===== config.mk =====
export PLATFORM = sky130hd
export DESIGN_NAME = blqr_mul
export DESIGN_NICKNAME = d
export VERILOG_FILES = /design/src/rtl/blqr_pkg.sv /design/src/rtl/blqr_mul.sv
export SDC_FILE = /design/constraint.sdc
export NUM_CORES = 2
export LEC_CHECK = 0
export BUFFER_PORTS_ARGS = -buffer_cell sky130_fd_sc_hd__buf_2
export CAP_MARGIN = 20
export CORE_ASPECT_RATIO = 1.4
export CORE_UTILIZATION = 25
export DETAILED_ROUTE_END_ITERATION = 7
export MAX_ROUTING_LAYER = met4
export PLACE_DENSITY_LB_ADDON = 0.05
export SLEW_MARGIN = 40
export SYNTH_ARGS = -nofsm -noshare
export SYNTH_HDL_FRONTEND = slang
export SYNTH_SLANG_ARGS = --single-unit

===== constraint.sdc =====
create_clock -name clk -period 0.8 [get_ports clk]
set_input_delay 0.04 -clock clk [delete_from_list [all_inputs] [get_ports clk]]
set_output_delay 0.04 -clock clk [all_outputs]
set_load 0.005 [all_outputs]

===== src/rtl/blqr_pkg.sv =====
// ----------------------------------------------------------------------------
// blqr_pkg: shared types and constants for the LQR balance controller
// Fixed-point formats, multiplier request/response types, CORDIC angle table
// and the reciprocal constants used for the divisions by constants.
// ----------------------------------------------------------------------------
package blqr_pkg;

    // Fraction bits of gains, torque, rate and velocity
    localparam int FRACTION_BITS    = 12;
    localparam int CORDIC_STEPS_DEF = 16;

    // Stream and config widths
    localparam int IN_W       = 64;
    localparam int OUT_W      = 128;
    localparam int GAIN_W     = 24;
    localparam int CFG_ADDR_W = 2;

    // Config register indexes
    localparam logic [CFG_ADDR_W-1:0] REG_GAIN_POSITION = CFG_ADDR_W'(0);
    localparam logic [CFG_ADDR_W-1:0] REG_GAIN_VELOCITY = CFG_ADDR_W'(1);
    localparam logic [CFG_ADDR_W-1:0] REG_GAIN_ANGLE    = CFG_ADDR_W'(2);
    localparam logic [CFG_ADDR_W-1:0] REG_GAIN_RATE     = CFG_ADDR_W'(3);

    // Shared multiplier: signed A x signed B, full product
    localparam int MUL_A_W = 33;
    localparam int MUL_B_W = 31;
    localparam int MUL_P_W = 64;

    // CORDIC datapath: X/Y hold 2^16-scaled samples times the CORDIC gain,
    // Z holds Q30 radians
    localparam int CORDIC_W    = 36;
    localparam int ANGLE_W     = 34;
    localparam int ATAN_LEN    = 24;
    localparam int ATAN_IDX_W  = 5;
    localparam int ATAN_W      = 31;
    localparam longint HALF_PI_Q30 = 64'd1686629713;

    // Meters per encoder pulse, Q32
    localparam int MPP_Q32 = 313567;
    localparam int VEL_MUL = MPP_Q32 * 10;
    localparam int POS_SHIFT = 16;
    localparam int VEL_SHIFT = 32 - FRACTION_BITS;

    // Accumulator is Q(F+16)
    localparam int ACC_W       = 60;
    localparam int VEL_ALIGN   = 16 - FRACTION_BITS;
    localparam int ANGLE_ALIGN = 3;

    // Rate: round(|gyro| * 2^F / 131) = floor(N / 262), N = |gyro|*2^(F+1) + 131.
    // Reciprocal multiply is exact while N * error < 2^RATE_K.
    localparam int RATE_DIV = 262;
    localparam int RATE_NW  = 17 + FRACTION_BITS;
    localparam int RATE_K   = RATE_NW + 9;
    localparam longint RATE_M = ((64'sd1 <<< RATE_K) + RATE_DIV - 1) / RATE_DIV;
    localparam int RATE_W   = 21;

    // Duty: floor(mag * 25500 / (353 * 2^F))
    //     = floor(floor(mag * 6375 / 2^(F-2)) / 353), for mag below saturation
    localparam int DUTY_NUM     = 6375;
    localparam int DUTY_DIV     = 353;
    localparam int DUTY_SHIFT   = FRACTION_BITS - 2;
    localparam int DUTY_MAG_SAT =
        (255 * DUTY_DIV * (1 << FRACTION_BITS) + 25500 - 1) / 25500;
    localparam int DUTY_MAG_W   = $clog2(DUTY_MAG_SAT);
    localparam int DUTY_PW      = 17;
    localparam int DUTY_K       = 26;
    localparam longint DUTY_M   = ((64'sd1 <<< DUTY_K) + DUTY_DIV - 1) / DUTY_DIV;

    typedef enum logic [3:0] {
        MOP_RATE,
        MOP_POS,
        MOP_VEL,
        MOP_GP,
        MOP_GV,
        MOP_GR,
        MOP_GA,
        MOP_DUTY1,
        MOP_DUTY2
    } mop_t;

    typedef struct packed {
        logic                      valid;
        mop_t                      op;
        logic signed [MUL_A_W-1:0] a;
        logic signed [MUL_B_W-1:0] b;
    } mul_req_t;

    typedef struct packed {
        logic                      valid;
        mop_t                      op;
        logic signed [MUL_P_W-1:0] p;
    } mul_rsp_t;

    // atan(2^-i) in Q30
    function automatic logic [ATAN_W-1:0] atan_q30(input logic [ATAN_IDX_W-1:0] idx);
        logic [ATAN_W-1:0] v;
        case (idx)
            5'd0:    v = ATAN_W'(843314857);
            5'd1:    v = ATAN_W'(497837830);
            5'd2:    v = ATAN_W'(263043837);
            5'd3:    v = ATAN_W'(133525159);
            5'd4:    v = ATAN_W'(67021687);
            5'd5:    v = ATAN_W'(33543516);
            5'd6:    v = ATAN_W'(16775851);
            5'd7:    v = ATAN_W'(8388437);
            5'd8:    v = ATAN_W'(4194283);
            5'd9:    v = ATAN_W'(2097149);
            5'd10:   v = ATAN_W'(1048576);
            5'd11:   v = ATAN_W'(524288);
            5'd12:   v = ATAN_W'(262144);
            5'd13:   v = ATAN_W'(131072);
            5'd14:   v = ATAN_W'(65536);
            5'd15:   v = ATAN_W'(32768);
            5'd16:   v = ATAN_W'(16384);
            5'd17:   v = ATAN_W'(8192);
            5'd18:   v = ATAN_W'(4096);
            5'd19:   v = ATAN_W'(2048);
            5'd20:   v = ATAN_W'(1024);
            5'd21:   v = ATAN_W'(512);
            5'd22:   v = ATAN_W'(256);
            5'd23:   v = ATAN_W'(128);
            default: v = '0;
        endcase
        return v;
    endfunction

endpackage


===== src/rtl/blqr_mul.sv =====
// ----------------------------------------------------------------------------
// blqr_mul: shared signed multiplier
// One product per request, registered, returned in the next cycle with its tag.
// ----------------------------------------------------------------------------
module blqr_mul
    import blqr_pkg::*;
(
    input  logic     clk,
    input  logic     rst_n,
    input  mul_req_t req,
    output mul_rsp_t rsp
);

    logic                      valid_reg;
    mop_t                      op_reg;
    logic signed [MUL_P_W-1:0] p_reg;
    logic signed [MUL_P_W-1:0] prod;

    assign prod = req.a * req.b;

    always_ff @(posedge clk or negedge rst_n)
    begin
        if (!rst_n)
        begin
            valid_reg <= 1'b0;
        end
        else
        begin
            valid_reg <= req.valid;
        end
    end

    // Hold the product until the next request
    always_ff @(posedge clk)
    begin
        if (req.valid)
        begin
            op_reg <= req.op;
            p_reg  <= prod;
        end
    end

    assign rsp.valid = valid_reg;
    assign rsp.op    = op_reg;
    assign rsp.p     = p_reg;

endmodule


==> out/results.ini <==
[synthesis]
ys_seq_area_share_pct=5.373
ys.warnings.count=0
synth_top_area_share_pct=55.99
synth_area_leader_cell=fa_1
synthTopCellsByArea=fa_1, inv_1, and2_1, ha_1, edfxtp_1
synth_fp_nets=5367
yosys-top-cells-count=fa_1, inv_1, nand2_1, and2_1, clkbuf_1
synth_cell_types=67
synth_edf_count=68
avgSynthCellArea_um2=9.536
async_reset_ff_share_pct=1.449
synth_seq_cells=69
synth.most_common_cell=fa_1
synthCells=4034
syn_area_um2=38470
ys.flop_type=edfxtp_1

[global_routing]
met2_usage_pct=44.84
grt_max_degree=25
grt_first_pass_wirelength_um=226700
grt_pass1_vias=33878
grt_util_met1_pct=19.45
antenna_found_initial=8
grt_overflow=0
busiest_layer=met2
use_met3_pct=1.184
grt.total_usage_pct=21.21

[sta]
max_freq_ghz=0.1381
timing.slew.headroom_pct=74.09
min_period_over_period_pct=905.1
worst_pin_slew_ns=0.3877
setup_violations=131
grt_setup_unrepaired=true
drv_slew=0
layout_setup_ws_ns=-6.441
hold_viol_final=0
finalCriticalPeriod_ns=7.241

[layout]
fin_nets=5941
layout-drive-gt1-share_pct=25.30
syn_to_final_growth_pct=29.18
fin_cells=6596
largest_register_ffs=64
utilization_pct=32.50

[status]
status=finished, violations left
violations=negative setup slack

[clock_network]
cts_max_level=3
numCtsBuffers=9
tritoncts=yes
ctsLongestPathBuffers=2
clock_sinks=69
path_clk_slew_ns=0.06
cts_root_buf=clkbuf_16

[routing]
wire_per_inst_um=23.72
vias_per_cell=4.295
drtPass1Iterations=5
ant_nets=0
drc=0
drtIter0Drc=918
wl_um=156500
vias=28329

[worst_hold_path]
hold_class=input port to register

[flow_run]
cap_violations=0

[critical_path]
endpoint_kind=register
cp_max_fo=6
required_ns=0.90
start_kind=input port
path_common_cell=fa_1
critPathKind=input port to register
worstPathArrival_ns=7.34
cpMaxStageDelayCell=fa_2
max_stage_delay_ns=0.64

[placed_design]
dp_hpwl_um=136500
placed_cells=6498
place_ws_ns=-7.158
gp_congestion=0.8221
numPortBuffers=139

[die]
core_area_um2=152900
initial_core_util_pct=25.15
die_w_um=333.5
die_h_um=466.1
rows=170
die_area_um2=155500
io_pins=140

[layout by cell type (no fill, tap or decap), types with 9 or more instances in the layout]
cell       instances
nand4_1           11
clkbuf_16         18
nor2_1            42
a21oi_1           26
ha_1             120
a21o_1            39
fa_2              91
nand2_1          501
inv_1           1029
nor2_2             9
nand2b_1          12
xnor2_1           36
buf_2             86
ha_4              64
edfxtp_1          68
and2_1           470
buf_8             21
fa_1             985
nand2_4            9
buf_6             65
buf_12            75
nand2_2           29
buf_4            501
and2_4            27
o21ai_2           14
inv_2             37
xnor2_2            9
xor2_1            17
nand3_1           10
a21oi_2           29
[kinds of logic after synthesis]
logic type / count (synthesis) / synth area share (%)
simple gates: 1165 / 15.13
compound gates: 189 / 3.301
xor+xnor: 70 / 1.594
mux: 3 / 0.07806
fa+ha+maj: 1262 / 62.04
flops: 69 / 5.373
buf+inv: 1276 / 12.48
[final cells by class]
class | count | area (um^2)
clock inverters | 7 | 66.31
flip-flops and latches | 69 | 2067
diodes | 5 | 12.51
clock buffers | 9 | 225.2
repair buffers | 772 | 7239
inverters | 1067 | 4009
multi-input cells | 2689 | 33600
fillers | 16018 | 103200
well taps | 1978 | 2475
[metrics by stage]
step / area (um^2) / setup TNS [ns] / hold slack (ns)
final: 49700 / -332.97 / 0.1301
after global routing: 49690 / -346.99 / 0.1222
after CTS: 48340 / -341.48 / 0.1136
after detailed placement: 46490 / -375.25 / -0.1841
after global placement: 46490 / -375.69 / -0.1855
after floorplan: 39730 / -305.27 / -0.2556
[path summary, 6_finish.rpt]
check	start	end	slack (ns)	cells after the start
setup / recovery	req[44]	p_reg[60]$_DFFE_PP_	-6.44	27
min in group asynchronous	rst_n	valid_reg$_DFF_PN0_	0.50	3
max in group asynchronous	rst_n	valid_reg$_DFF_PN0_	0.20	3
hold / removal	req[68]	valid_reg$_DFF_PN0_	0.13	2
[routing by layer]
metal,part of all wire [%],up-vias
met5,0,-
met2,61,386
met4,4.7,0
met3,1.6,168
li1,-,12615
met1,33,15160
[timing repair]
action                                  CTS  global route
endpoints found under the setup margin  132           132
pin swaps                                83           128
cloned                                    4             9
hold buffers                              6             0
gates resized for setup                 260           235
endpoints found under the hold margin     5             0
setup buffers                            33            27
[worst max-delay path, delay by kind of cell]
| family | cells | cell delay [ns] |
|---|---|---|
| adder cells (fa/ha/maj) | 9 | 4.39 |
| AO/OA/AOI/OAI | 8 | 1.53 |
| buffers and inverters | 7 | 0.80 |
| AND/OR/NAND/NOR | 3 | 0.52 |
Power is left out: the tool's default activity adds up to more than one toggle a clock period on the data nets, which glitch-free logic cannot reach.
