`src/rtl/blqr_pkg.sv`:
```
// ----------------------------------------------------------------------------
// blqr_pkg: shared types and constants for the LQR balance controller
// Fixed-point formats, multiplier request/response types, CORDIC angle table
// and the reciprocal constants used for the divisions by constants.
// ----------------------------------------------------------------------------
package blqr_pkg;

    // Fraction bits of gains, torque, rate and velocity
    localparam int FRACTION_BITS    = 12;
    localparam int CORDIC_STEPS_DEF = 16;

    // Stream and config widths
    localparam int IN_W       = 64;
    localparam int OUT_W      = 128;
    localparam int GAIN_W     = 24;
    localparam int CFG_ADDR_W = 2;

    // Config register indexes
    localparam logic [CFG_ADDR_W-1:0] REG_GAIN_POSITION = CFG_ADDR_W'(0);
    localparam logic [CFG_ADDR_W-1:0] REG_GAIN_VELOCITY = CFG_ADDR_W'(1);
    localparam logic [CFG_ADDR_W-1:0] REG_GAIN_ANGLE    = CFG_ADDR_W'(2);
    localparam logic [CFG_ADDR_W-1:0] REG_GAIN_RATE     = CFG_ADDR_W'(3);

    // Shared multiplier: signed A x signed B, full product
    localparam int MUL_A_W = 33;
    localparam int MUL_B_W = 31;
    localparam int MUL_P_W = 64;

    // CORDIC datapath: X/Y hold 2^16-scaled samples times the CORDIC gain,
    // Z holds Q30 radians
    localparam int CORDIC_W    = 36;
    localparam int ANGLE_W     = 34;
    localparam int ATAN_LEN    = 24;
    localparam int ATAN_IDX_W  = 5;
    localparam int ATAN_W      = 31;
    localparam longint HALF_PI_Q30 = 64'd1686629713;

    // Meters per encoder pulse, Q32
    localparam int MPP_Q32 = 313567;
    localparam int VEL_MUL = MPP_Q32 * 10;
    localparam int POS_SHIFT = 16;
    localparam int VEL_SHIFT = 32 - FRACTION_BITS;

    // Accumulator is Q(F+16)
    localparam int ACC_W       = 60;
    localparam int VEL_ALIGN   = 16 - FRACTION_BITS;
    localparam int ANGLE_ALIGN = 3;

    // Rate: round(|gyro| * 2^F / 131) = floor(N / 262), N = |gyro|*2^(F+1) + 131.
    // Reciprocal multiply is exact while N * error < 2^RATE_K.
    localparam int RATE_DIV = 262;
    localparam int RATE_NW  = 17 + FRACTION_BITS;
    localparam int RATE_K   = RATE_NW + 9;
    localparam longint RATE_M = ((64'sd1 <<< RATE_K) + RATE_DIV - 1) / RATE_DIV;
    localparam int RATE_W   = 21;

    // Duty: floor(mag * 25500 / (353 * 2^F))
    //     = floor(floor(mag * 6375 / 2^(F-2)) / 353), for mag below saturation
    localparam int DUTY_NUM     = 6375;
    localparam int DUTY_DIV     = 353;
    localparam int DUTY_SHIFT   = FRACTION_BITS - 2;
    localparam int DUTY_MAG_SAT =
        (255 * DUTY_DIV * (1 << FRACTION_BITS) + 25500 - 1) / 25500;
    localparam int DUTY_MAG_W   = $clog2(DUTY_MAG_SAT);
    localparam int DUTY_PW      = 17;
    localparam int DUTY_K       = 26;
    localparam longint DUTY_M   = ((64'sd1 <<< DUTY_K) + DUTY_DIV - 1) / DUTY_DIV;

    typedef enum logic [3:0] {
        MOP_RATE,
        MOP_POS,
        MOP_VEL,
        MOP_GP,
        MOP_GV,
        MOP_GR,
        MOP_GA,
        MOP_DUTY1,
        MOP_DUTY2
    } mop_t;

    typedef struct packed {
        logic                      valid;
        mop_t                      op;
        logic signed [MUL_A_W-1:0] a;
        logic signed [MUL_B_W-1:0] b;
    } mul_req_t;

    typedef struct packed {
        logic                      valid;
        mop_t                      op;
        logic signed [MUL_P_W-1:0] p;
    } mul_rsp_t;

    // atan(2^-i) in Q30
    function automatic logic [ATAN_W-1:0] atan_q30(input logic [ATAN_IDX_W-1:0] idx);
        logic [ATAN_W-1:0] v;
        case (idx)
            5'd0:    v = ATAN_W'(843314857);
            5'd1:    v = ATAN_W'(497837830);
            5'd2:    v = ATAN_W'(263043837);
            5'd3:    v = ATAN_W'(133525159);
            5'd4:    v = ATAN_W'(67021687);
            5'd5:    v = ATAN_W'(33543516);
            5'd6:    v = ATAN_W'(16775851);
            5'd7:    v = ATAN_W'(8388437);
            5'd8:    v = ATAN_W'(4194283);
            5'd9:    v = ATAN_W'(2097149);
            5'd10:   v = ATAN_W'(1048576);
            5'd11:   v = ATAN_W'(524288);
            5'd12:   v = ATAN_W'(262144);
            5'd13:   v = ATAN_W'(131072);
            5'd14:   v = ATAN_W'(65536);
            5'd15:   v = ATAN_W'(32768);
            5'd16:   v = ATAN_W'(16384);
            5'd17:   v = ATAN_W'(8192);
            5'd18:   v = ATAN_W'(4096);
            5'd19:   v = ATAN_W'(2048);
            5'd20:   v = ATAN_W'(1024);
            5'd21:   v = ATAN_W'(512);
            5'd22:   v = ATAN_W'(256);
            5'd23:   v = ATAN_W'(128);
            default: v = '0;
        endcase
        return v;
    endfunction

endpackage

```
`src/rtl/blqr_cordic.sv`:
```
// ----------------------------------------------------------------------------
// blqr_cordic: iterative vectoring CORDIC for the tilt angle
// Computes atan2(-accel_x, accel_z) in Q13 radians, one step per cycle.
// ----------------------------------------------------------------------------
module blqr_cordic
    import blqr_pkg::*;
#(
    parameter int STEPS = CORDIC_STEPS_DEF
)
(
    input  logic               clk,
    input  logic               rst_n,
    input  logic               start,
    input  logic signed [15:0] accel_x,
    input  logic signed [15:0] accel_z,
    output logic               done,
    output logic signed [15:0] angle
);

    localparam int SW = $clog2(STEPS);
    localparam int Z_SHIFT = 17;
    localparam logic signed [ANGLE_W-1:0] Z_HALF  = ANGLE_W'(65536);
    localparam logic signed [ANGLE_W-1:0] HALF_PI = ANGLE_W'(HALF_PI_Q30);
    localparam logic signed [ANGLE_W-1:0] ANG_MAX = ANGLE_W'(32767);
    localparam logic signed [ANGLE_W-1:0] ANG_MIN = ~ANG_MAX;

    typedef enum logic [1:0] {
        CS_IDLE,
        CS_RUN,
        CS_ROUND
    } cstate_t;

    cstate_t                    state_reg;
    logic        [SW-1:0]       step_reg;
    logic signed [CORDIC_W-1:0] x_reg;
    logic signed [CORDIC_W-1:0] y_reg;
    logic signed [ANGLE_W-1:0]  z_reg;
    logic                       zero_reg;
    logic                       done_reg;
    logic signed [15:0]         angle_reg;

    logic signed [CORDIC_W-1:0] x0, y0, xi, yi;
    logic signed [ANGLE_W-1:0]  zi;
    logic signed [CORDIC_W-1:0] dx, dy;
    logic signed [ANGLE_W-1:0]  at_step;
    logic signed [ANGLE_W-1:0]  z_sh;
    logic signed [15:0]         angle_sat;

    // Scale by 2^16, pre-rotate into the right half plane
    always_comb
    begin
        x0 = {{(CORDIC_W-32){accel_z[15]}}, accel_z, 16'd0};
        y0 = -{{(CORDIC_W-32){accel_x[15]}}, accel_x, 16'd0};
        xi = x0;
        yi = y0;
        zi = '0;
        if (x0[CORDIC_W-1])
        begin
            if (!y0[CORDIC_W-1])
            begin
                xi = y0;
                yi = -x0;
                zi = HALF_PI;
            end
            else
            begin
                xi = -y0;
                yi = x0;
                zi = -HALF_PI;
            end
        end
    end

    assign dx      = y_reg >>> step_reg;
    assign dy      = x_reg >>> step_reg;
    assign at_step = ANGLE_W'(atan_q30(ATAN_IDX_W'(step_reg)));

    // Round Q30 to Q13 half up, then clamp to 16 bits
    assign z_sh = (z_reg + Z_HALF) >>> Z_SHIFT;
    assign angle_sat = (z_sh > ANG_MAX) ? ANG_MAX[15:0] :
                       (z_sh < ANG_MIN) ? ANG_MIN[15:0] : z_sh[15:0];

    always_ff @(posedge clk or negedge rst_n)
    begin
        if (!rst_n)
        begin
            state_reg <= CS_IDLE;
            done_reg  <= 1'b0;
        end
        else
        begin
            unique case (state_reg)
                CS_IDLE:
                begin
                    if (start)
                    begin
                        x_reg     <= xi;
                        y_reg     <= yi;
                        z_reg     <= zi;
                        zero_reg  <= (accel_x == '0) && (accel_z == '0);
                        step_reg  <= '0;
                        done_reg  <= 1'b0;
                        state_reg <= CS_RUN;
                    end
                end
                CS_RUN:
                begin
                    if (!y_reg[CORDIC_W-1])
                    begin
                        x_reg <= x_reg + dx;
                        y_reg <= y_reg - dy;
                        z_reg <= z_reg + at_step;
                    end
                    else
                    begin
                        x_reg <= x_reg - dx;
                        y_reg <= y_reg + dy;
                        z_reg <= z_reg - at_step;
                    end
                    if (step_reg == SW'(STEPS - 1))
                    begin
                        state_reg <= CS_ROUND;
                    end
                    else
                    begin
                        step_reg <= step_reg + SW'(1);
                    end
                end
                CS_ROUND:
                begin
                    angle_reg <= zero_reg ? '0 : angle_sat;
                    done_reg  <= 1'b1;
                    state_reg <= CS_IDLE;
                end
                default:
                begin
                    state_reg <= CS_IDLE;
                end
            endcase
        end
    end

    assign done  = done_reg;
    assign angle = angle_reg;

endmodule
```
`config.mk`:
```
export PLATFORM = sky130hd
export DESIGN_NAME = blqr_cordic
export DESIGN_NICKNAME = d
export VERILOG_FILES = /design/src/rtl/blqr_pkg.sv /design/src/rtl/blqr_cordic.sv
export SDC_FILE = /design/constraint.sdc
export NUM_CORES = 1
export LEC_CHECK = 0
export BUFFER_PORTS_ARGS = -buffer_cell sky130_fd_sc_hd__buf_2
export CORE_UTILIZATION = 43
export CTS_BUF_LIST = sky130_fd_sc_hd__clkbuf_8
export CTS_CLUSTER_SIZE = 10
export DETAILED_ROUTE_END_ITERATION = 6
export SLEW_MARGIN = 20
export SYNTH_ARGS = -nofsm -noshare
export SYNTH_HDL_FRONTEND = slang
export SYNTH_SLANG_ARGS = --single-unit
```
`constraint.sdc`:
```
create_clock -name clk -period 16.3 [get_ports clk]
set_input_delay 3.26 -clock clk [delete_from_list [all_inputs] [get_ports clk]]
set_output_delay 3.26 -clock clk [all_outputs]
set_load 0.05 [all_outputs]
```
==> reports/summary.log, run 1 <==
[floorplan] starting density of the core 43.9%
[logic_synthesis] post-synth design cell area 0.0191 mm^2
[timing] Hold Fails Final Rpt 0
[placement] Placer Congestion 0.911
[logic_synthesis] number of enable-type register cells in the synthesized netlist 127
[timing] period utilisation layout 44.1%
[grt] remaining global-route overflow 0
[timing] number of endpoints failing setup at the final stage 0
[clock_tree] latest clock arrival within the worst-skew pair 0.58 ns
[clock_tree] clock-pin slew on the worst setup and hold paths 0.10 ns
[logic_synthesis] instance count of the mapped netlist 2,254
[timing] final worst path period need 7.19 ns
[setup_path] startpoint-to-endpoint class of the critical path flop to flop
[clock_tree] CTS sink cnt 159
[logic_synthesis] number of warnings reported in the yosys synthesis log 0
[setup_path] top fanout value on the critical path 66
[grt] number of antenna violations at the first check in global routing 1
[floorplan] die boundary width 213 um
[floorplan] full die area 0.0452 mm^2
[run_status] run status finished clean
[logic_synthesis] number of distinct library cells after synthesis 90
[timing] Worst Clk Skew 0.0174 ns
[logic_synthesis] portion of the post-synthesis area used by sequential elements 23.4%
[grt] via count of the first global-routing pass 16,500
[logic_synthesis] Post-synth ARST share 1.89%
[clock_tree] number of levels the H-tree was split into 4
[logic_synthesis] leading cell types by total area after synthesis edfxtp_1 20%, mux4_2 8.1%, ha_1 7.8%
[setup_path] sort of element at the start of the critical path flop
[timing] pin slew with the least headroom to its limit 1.04 ns
[timing] worst relative slew slack 30.7%
[clock_tree] number of setup buffers added after CTS 0
[floorplan] standard cell core area 0.0435 mm^2
[clock_tree] clock tree from TritonCTS yes
[logic_synthesis] portion of synthesized cell area occupied by the leading cell type 20.0%
[timing] count of final max-slew check failures 0
[placement] half-perimeter wire length after placement 42,100 um
[clock_tree] number of cells upsized or downsized after cts 0
[cells_and_area] number of nets in the finished design 2,378
[clock_tree] deepest clock path buffer count 2
[cells_and_area] layout filler cell count 4,251
[logic_synthesis] leading post-synthesis cells by instance count 214 x nand2_1, 203 x a21oi_1, 189 x o21ai_0
[setup_path] data arrival at the endpoint of the critical path 7.54 ns
[floorplan] die extent in y 213 um
[floorplan] count of pins on the block boundary 52
[grt] global-route wire length before repair 88,000 um
[timing] highest attainable clock frequency 139 MHz
[placement] quantity of I/O buffers inserted on ports 51
[route] Routed Wire Length 55,400 um
[logic_synthesis] cell type contributing the most total cell area after synthesis edfxtp_1
[run] number of max-cap violations 0
[route] post-detailed-route count of antenna-violating nets 0
[floorplan] count of standard-cell rows 76
[timing] final sum of negative setup slack 0 ns
[logic_synthesis] per-instance average area after synthesis 8.47 um^2
[timing] setup repair after global routing missed its margin false
[clock_tree] cts-stage hold buffer count 0
[grt] global-route usage over all layers 25.1%
[cells_and_area] fraction of layout cells with a size suffix above 1 10.5%
[setup_path] required time of the critical path 16.65 ns
[logic_synthesis] library cell with the highest instance count after synthesis nand2_1
[route] count of unresolved DRC violations after routing 0
[clock_tree] clock tree root driver cell clkbuf_8
[logic_synthesis] Post-Synthesis Net Count 2,411
[worst_hold_path] type of the tightest min-delay check flop to flop
[route] wire length per cell after detailed routing 19.6 um
[grt] maximum number of pins on one net before global-route repair 68
[cells_and_area] area added between synthesis and finish 5.14%
[route] total number of vias 17,200
[route] initial drt markers 1,296
[logic_synthesis] Primary FF master, synth edfxtp_1
[route] Via density 6.11
[logic_synthesis] synthesis-stage register bit count 159
[route] TritonRoute pass-1 iters 7
[clock_tree] cts bufs inserted 17
[setup_path] CP Capture Type flop
==> routing by layer <==
metal | part of all wire [%] | global-route usage [%] | vias to the layer above
li1 | - | - | 8390
met2 | 47 | 42.2 | 548
met1 | 44 | 32.1 | 8160
met3 | 5.4 | 4.13 | 121
met4 | 3.4 | 9.53 | 0
met5 | 0 | 0 | -
==> cell type report <==
class                      count  area, um^2  area share (%)
tap                          585         732            3.65
clock buffer                  17         234            1.17
antenna                        1        2.50          0.0125
clock inverter                15         148           0.736
timing repair buffer          71         405            2.02
inverter                      63         236            1.18
sequential                   159        4470            22.3
multi-input combinational   1909       13800            69.0
==> cells by family after synthesis <==
kind of cell	Yosys count	share of synthesized area (%)
compound gates	704	22.9
xor+xnor	211	9.76
fa+ha+maj	122	8.12
buf+inv	186	4.22
flops	159	23.4
mux	168	13.5
simple gates	704	18.0
==> per-stage QoR <==
stage / instance area [um^2] / hold slack, ns / setup WS [ns] / std cells / util, %
final: 20100 / 0.509 / 9.11 / 2820 / 46.2
after global routing: 20100 / 0.537 / 8.55 / 2820 / 46.2
after CTS: 20100 / 0.522 / 9.14 / 2819 / 46.2
after detailed placement: 19700 / 0.498 / 9.14 / 2787 / 45.3
after global placement: 19700 / 0.499 / 9.24 / 2787 / 45.3
after floorplan: 19100 / 0.533 / 5.57 / 2254 / -
==> layout by cell type (no fill, tap or decap), types with 34 or more instances in the layout <==
master / synthesis / final
nand2_1: 214 / 213
a21oi_1: 203 / 203
o21ai_0: 189 / 189
nor2_1: 174 / 173
xnor2_1: 132 / 132
edfxtp_1: 127 / 127
ha_1: 119 / 119
xor2_1: 78 / 78
mux4_2: 69 / 69
mux2i_1: 67 / 67
inv_1: 58 / 59
nand3_1: 58 / 58
nor3_1: 54 / 53
buf_2: 15 / 51
a21o_1: 47 / 47
o211ai_1: 38 / 38
nand2b_1: 34 / 34
==> path summary, 6_finish.rpt <==
path	startpoint	endpoint	slack (ns)	depth (start not counted)
worst max register to register	step_reg[1]	x_reg[35]	9.11	22
max in group asynchronous	rst_n	done	13.72	1
worst min register to register	done	done	0.51	2
worst min-delay path	done	done	0.51	2
worst max-delay path	step_reg[1]	x_reg[35]	9.11	22
min in group asynchronous	rst_n	state_reg[1]	2.46	1
==> worst max-delay path, cell delays in order, from the launching register on <==
cell       delay, ns
edfxtp_1        0.33
buf_4           0.71
buf_4           0.60
mux4_2          0.58
mux2_1          0.32
o21ai_0         0.23
ha_1            0.23
nand2b_1        0.11
a2111oi_2       0.39
nand4_1         0.25
or3_1           0.50
nor3_1          0.25
xnor2_1         0.14
o22ai_1         0.10
ha_1            0.39
and3_1          0.23
and3_1          0.20
a21oi_1         0.13
a21boi_0        0.45
a21oi_1         0.19
a31oi_1         0.21
xnor3_1         0.22
and2_1          0.16
Power of run 1 is not shown: default switching activity piles up to over one toggle a cycle in this logic, so the estimate is an artifact.
==> inputs of run 2 (changes only) <==
clock period = 6.27 ns   (was 16.3 ns; I/O delays follow)
==> run 2 against run 1 <==
Cell count increased by 0.92%. Flip-flop and latch count stayed put. Fmax up 22%. Setup slack got worse by 8.7 ns. Count of clock-buffer cells in the layout unchanged.
==> reports/summary.log, run 2 (synthesis results as in run 1) <==
[setup_path] required time of the critical path 6.61 ns [-10.04 ns]
[route] total number of vias 17,500 [+1.7%]
[route] Routed Wire Length 57,800 um [+4.4%]
[cells_and_area] commonest non-fill, non-tap cell in the layout nand2_1
[timing] pin slew with the least headroom to its limit 1.20 ns [+0.163 ns]
[placement] quantity of I/O buffers inserted on ports 51 [unchanged]
[placement] Placer Congestion 0.938 [+2.9%]
[clock_tree] cts bufs inserted 17 [unchanged]
[setup_path] startpoint-to-endpoint class of the critical path flop to flop
[grt] number of antenna violations at the first check in global routing 0 [-1]
[run_status] run status finished clean
[setup_path] highest cell delay on the worst timing path 0.69 ns [-0.02 ns]
[setup_path] Critical-path top delay cell edfxtp_1
[timing] count of final max-slew check failures 0 [unchanged]
[floorplan] count of pins on the block boundary 52 [unchanged]
[cells_and_area] area added between synthesis and finish 6.78%
[cells_and_area] number of nets in the finished design 2,404 [+1.1%]
[grt] global-route wire length before repair 92,300 um [+4.9%]
[floorplan] die extent in y 213 um [unchanged]
[clock_tree] number of levels the H-tree was split into 4 [unchanged]
[grt] global-route usage over all layers 26.3% [+1.3 points]
[clock_tree] CTS sink cnt 159 [unchanged]
[timing] Worst Clk Skew 0.0254 ns [+0.00798 ns]
[placement] half-perimeter wire length after placement 44,200 um [+5.0%]
[route] count of unresolved DRC violations after routing 0 [unchanged]
[floorplan] die boundary width 213 um [unchanged]
[route] initial drt markers 1,435 [+11%]
[grt] remaining global-route overflow 0 [unchanged]
[grt] maximum number of pins on one net before global-route repair 72 [+5.9%]
[route] post-detailed-route count of antenna-violating nets 0 [unchanged]
[route] wire length per cell after detailed routing 20.3 um [+3.5%]
[floorplan] full die area 0.0452 mm^2 [unchanged]
[worst_hold_path] type of the tightest min-delay check input port to async pin
[setup_path] CP Capture Type flop
[floorplan] starting density of the core 43.9% [unchanged]
[setup_path] worst path cell trace buf_12 > mux4_2 > mux2_2 > nand4bb_1 > a221oi_2 > nand3_1 > nor2b_1 > a21oi_1 > xnor2_1 > ha_1 > a21o_1 > a31oi_1 > o21ai_0 > a31o_2 > or3_1 > a31oi_1 > o31ai_1 > a21oi_1 > o221ai_1 > a21o_1
[timing] highest attainable clock frequency 170 MHz [+22%]
[setup_path] data arrival at the endpoint of the critical path 6.22 ns [-1.32 ns]
[timing] number of endpoints failing setup at the final stage 0 [unchanged]
[timing] period utilisation layout 93.8% [+50 points]
[floorplan] count of standard-cell rows 76 [unchanged]
[cells_and_area] fraction of layout cells with a size suffix above 1 11.8% [+1.3 points]
[clock_tree] deepest clock path buffer count 2 [unchanged]
[clock_tree] clock tree from TritonCTS yes
[setup_path] Buf+Inv Stages, Crit Path 1 [-1]
[timing] final worst path period need 5.88 ns [-1.31 ns]
[timing] setup repair after global routing missed its margin false
[clock_tree] clock tree root driver cell clkbuf_8
[clock_tree] cts-stage hold buffer count 0 [unchanged]
[run] number of max-cap violations 0 [unchanged]
[timing] Hold Fails Final Rpt 0 [unchanged]
[route] Via density 6.15 [+0.73%]
[timing] final sum of negative setup slack 0 ns [unchanged]
[cells_and_area] commonest cells after routing, fill and taps aside 213 x nand2_1, 203 x a21oi_1, 189 x o21ai_0
[cells_and_area] layout filler cell count 4,253 [+0.047%]
[grt] via count of the first global-routing pass 16,800 [+1.8%]
[route] TritonRoute pass-1 iters 6 [-1]
[clock_tree] latest clock arrival within the worst-skew pair 0.58 ns [about the same]
[setup_path] kind of cell with the highest combined delay on the critical path compound AO/OA/AOI/OAI gates
[setup_path] top fanout value on the critical path 8 [-88%]
[clock_tree] clock-pin slew on the worst setup and hold paths 0.11 ns [about the same]
[setup_path] sort of element at the start of the critical path flop
[floorplan] standard cell core area 0.0435 mm^2 [unchanged]
[timing] worst relative slew slack 19.0% [-12 points]
==> run 2: cell types whose count changed in the layout (fill, tap and decap cells not counted), sizes merged <==
cell and delta:
buf +26, bufinv -1, inv +1
==> run 2: final cells by class <==
cell class	count	area, um^2	area share, %
antenna	1	2.50	0.0123
tap	585	732	3.59
clock buffer	17	234	1.15
clock inverter	15	128	0.626
inverter	63	236	1.16
sequential	159	4470	21.9
timing repair buffer	97	713	3.50
multi-input combinational	1909	13900	68.0
==> run 2: stage by stage <==
stage	hold slack (ns)	setup WS, ns	utilization (%)	area, um^2	instances
floorplan	0.533	0.0565	-	19100	2254
global placement	0.485	0.280	45.9	19900	2809
detailed placement	0.508	0.183	45.9	19900	2809
CTS	0.408	0.155	46.7	20300	2841
global route	0.425	0.0184	46.9	20400	2845
finish	0.462	0.392	46.9	20400	2846
==> run 2: repair_timing <==
action,in CTS,in global routing
setup buffers,0,4
gates resized for setup,0,8
setup endpoints to repair,0,8
==> run 2: path summary, 6_finish.rpt <==
kind                              from           end  slack, ns  cells past startpoint
setup / recovery           step_reg[0]     y_reg[32]       0.39                     20
setup reg to reg           step_reg[0]     y_reg[32]       0.39                     20
max in group asynchronous        rst_n          done       5.69                      1
hold / removal                   rst_n  state_reg[1]       0.46                      1
min in group clk                  done          done       0.52                      2
hold reg to reg                   done          done       0.52                      2
==> run 2: metal layers <==
metal	vias up	wire length, um	track usage, %
li1	8448	-	-
met1	8368	25300	34.0
met2	585	27700	44.4
met3	104	3250	3.71
met4	0	1580	9.95
met5	-	0	0
==> run 2: worst register-to-register path: stages, from the launching register on <==
cell       delay, ns
edfxtp_1        0.69
buf_12          0.19
mux4_2          0.50
mux2_2          0.29
nand4bb_1       0.24
a221oi_2        0.43
nand3_1         0.33
nor2b_1         0.28
a21oi_1         0.12
xnor2_1         0.20
ha_1            0.35
a21o_1          0.25
a31oi_1         0.16
o21ai_0         0.12
a31o_2          0.26
or3_1           0.30
a31oi_1         0.24
o31ai_1         0.20
a21oi_1         0.17
o221ai_1        0.12
a21o_1          0.18
Power of run 2 is left out for the same reason.
==> inputs of run 3 (changes only) <==
PLACE_DENSITY = 0.63   (was not set)
==> run 3 against run 2 <==
Count of clock-buffer cells in the layout stayed put. Wire length rose by 0.11%. Final area increased by 0.26%. Flip-flop and latch count stayed put. Utilization increased by 0.12 points. Setup slack lost 0.020 ns. Worst hold slack improved by 0.042 ns. Sequential share of layout area is 0.058 points lower. First-iteration DRC count is 3.5% higher. Register-to-register slack got worse by 0.02 ns. Non-clock buffer count grew 6. Highest routed layer unchanged.
==> reports/summary.log, run 3 (synthesis results as in run 1) <==
[route] total number of vias 17,700 [+1.3%]
[clock_tree] cts-stage hold buffer count 0 [unchanged]
[timing] period utilisation layout 94.1% [+0.32 points]
[placement] worst slack at placement -0.186 ns [-0.369 ns]
[route] initial drt markers 1,485 [+3.5%]
[floorplan] die boundary width 213 um [unchanged]
[cells_and_area] commonest non-fill, non-tap cell in the layout nand2_1
[floorplan] starting density of the core 43.9% [unchanged]
[floorplan] count of standard-cell rows 76 [unchanged]
[setup_path] worst reg2reg path depth 24 [+20%]
[cells_and_area] commonest cells after routing, fill and taps aside 213 x nand2_1, 203 x a21oi_1, 189 x o21ai_0
[run] number of max-cap violations 0 [unchanged]
[run_status] run status finished clean
[floorplan] die extent in y 213 um [unchanged]
[route] post-detailed-route count of antenna-violating nets 0 [unchanged]
[worst_hold_path] type of the tightest min-delay check input port to async pin
[route] Via density 6.22 [+1.1%]
[timing] worst relative slew slack 33.8% [+15 points]
[route] Routed Wire Length 57,900 um [+0.11%]
[setup_path] top fanout value on the critical path 19 [+11]
[clock_tree] number of levels the H-tree was split into 4 [unchanged]
[setup_path] startpoint-to-endpoint class of the critical path flop to flop
[timing] highest attainable clock frequency 170 MHz [-0.34%]
[route] count of unresolved DRC violations after routing 0 [unchanged]
[placement] half-perimeter wire length after placement 44,400 um [+0.38%]
[timing] pin slew with the least headroom to its limit 0.992 ns [-0.210 ns]
[timing] setup repair after global routing missed its margin false
[grt] number of antenna violations at the first check in global routing 1 [+1]
[clock_tree] clock tree root driver cell clkbuf_8
[timing] Worst Clk Skew 0.0211 ns [-0.00432 ns]
[cells_and_area] number of nets in the finished design 2,410 [+0.25%]
[timing] number of endpoints failing setup at the final stage 0 [unchanged]
[cells_and_area] fraction of layout cells with a size suffix above 1 12.2% [+0.41 points]
[setup_path] data arrival at the endpoint of the critical path 6.20 ns [-0.02 ns]
[grt] remaining global-route overflow 0 [unchanged]
[clock_tree] CTS sink cnt 159 [unchanged]
[route] wire length per cell after detailed routing 20.3 um [-0.10%]
[setup_path] CP Capture Type flop
[clock_tree] cts bufs inserted 17 [unchanged]
[clock_tree] deepest clock path buffer count 2 [unchanged]
[clock_tree] clock tree from TritonCTS yes
[route] TritonRoute pass-1 iters 5 [-1]
[placement] quantity of I/O buffers inserted on ports 51 [unchanged]
[floorplan] standard cell core area 0.0435 mm^2 [unchanged]
[timing] Hold Fails Final Rpt 0 [unchanged]
[grt] global-route usage over all layers 25.9% [-0.45 points]
[timing] count of final max-slew check failures 0 [unchanged]
[floorplan] full die area 0.0452 mm^2 [unchanged]
[timing] final worst path period need 5.90 ns [+0.0203 ns]
[timing] crit path setup slack, layout 0.371 ns [-0.0203 ns]
[clock_tree] latest clock arrival within the worst-skew pair 0.54 ns [-0.04 ns]
[placement] Placer Congestion 0.949 [+1.2%]
[clock_tree] clock-pin slew on the worst setup and hold paths 0.11 ns [about the same]
[setup_path] sort of element at the start of the critical path flop
[grt] via count of the first global-routing pass 16,700 [-0.73%]
[setup_path] R2R setup slack 0.37 ns [-0.02 ns]
[grt] global-route wire length before repair 91,100 um [-1.2%]
[setup_path] required time of the critical path 6.58 ns [-0.03 ns]
[cells_and_area] area added between synthesis and finish 7.06%
[floorplan] count of pins on the block boundary 52 [unchanged]
[grt] maximum number of pins on one net before global-route repair 82 [+14%]
==> run 3: cell type report <==
| type | count | area (um^2) |
|---|---|---|
| Inverter | 63 | 236 |
| Multi-Input combinational cell | 1909 | 13900 |
| Fill cell | 4201 | 23000 |
| Sequential cell | 159 | 4470 |
| Timing Repair Buffer | 103 | 716 |
| Clock inverter | 15 | 168 |
| Tap cell | 585 | 732 |
| Clock buffer | 17 | 234 |
| Antenna cell | 1 | 2.50 |
==> run 3: metrics by stage <==
stage | util (%) | cells | hold slack [ns] | TNS, ns | instance area [um^2]
final | 47.0 | 2852 | 0.504 | 0 | 20400
after global routing | 47.0 | 2852 | 0.485 | 0 | 20400
after CTS | 46.8 | 2848 | 0.471 | 0 | 20300
after detailed placement | 45.9 | 2816 | 0.508 | -0.471 | 19900
after global placement | 45.9 | 2816 | 0.481 | -0.308 | 19900
after floorplan | - | 2254 | 0.533 | 0 | 19100
==> run 3: path summary, 6_finish.rpt <==
kind	start	endpoint
max	step_reg[3]	y_reg[32]
min	rst_n	done
max reg2reg	step_reg[3]	y_reg[32]
min reg2reg	done	done
max in group asynchronous	rst_n	state_reg[0]
min in group clk	done	done
==> run 3: metal layers <==
layer / track usage (%) / wire length (um) / up-vias
li1: - / - / 8465
met5: 0 / 0 / -
met4: 9.50 / 1810 / 0
met1: 33.6 / 25000 / 8492
met2: 43.3 / 27400 / 679
met3: 4.03 / 3750 / 100
==> run 3: critical path, stage by stage (launching register included) <==
cell      delay [ns]
edfxtp_1        0.42
buf_4           0.21
buf_6           0.23
mux4_2          0.53
and2_1          0.17
a311oi_1        0.35
a21o_1          0.15
ha_1            0.31
and4_2          0.33
and3_1          0.23
mux2i_1         0.22
nor2_1          0.06
a21oi_1         0.12
nand3_1         0.09
ha_1            0.25
a21o_1          0.20
a31oi_1         0.16
o21ai_0         0.12
a31o_2          0.26
or3_1           0.31
a31oi_1         0.24
o31ai_1         0.20
a21oi_1         0.18
o221ai_1        0.13
a21o_1          0.18
==> run 3: timing repair <==
| action | 4_1_cts | 5_1_grt |
|---|---|---|
| buffers inserted | 0 | 2 |
| endpoints found under the setup margin | 3 | 10 |
| cloned | 0 | 1 |
| gates resized for setup | 2 | 10 |
| hold endpoints to repair | 0 | 0 |
Power of run 3 is left out for the same reason.
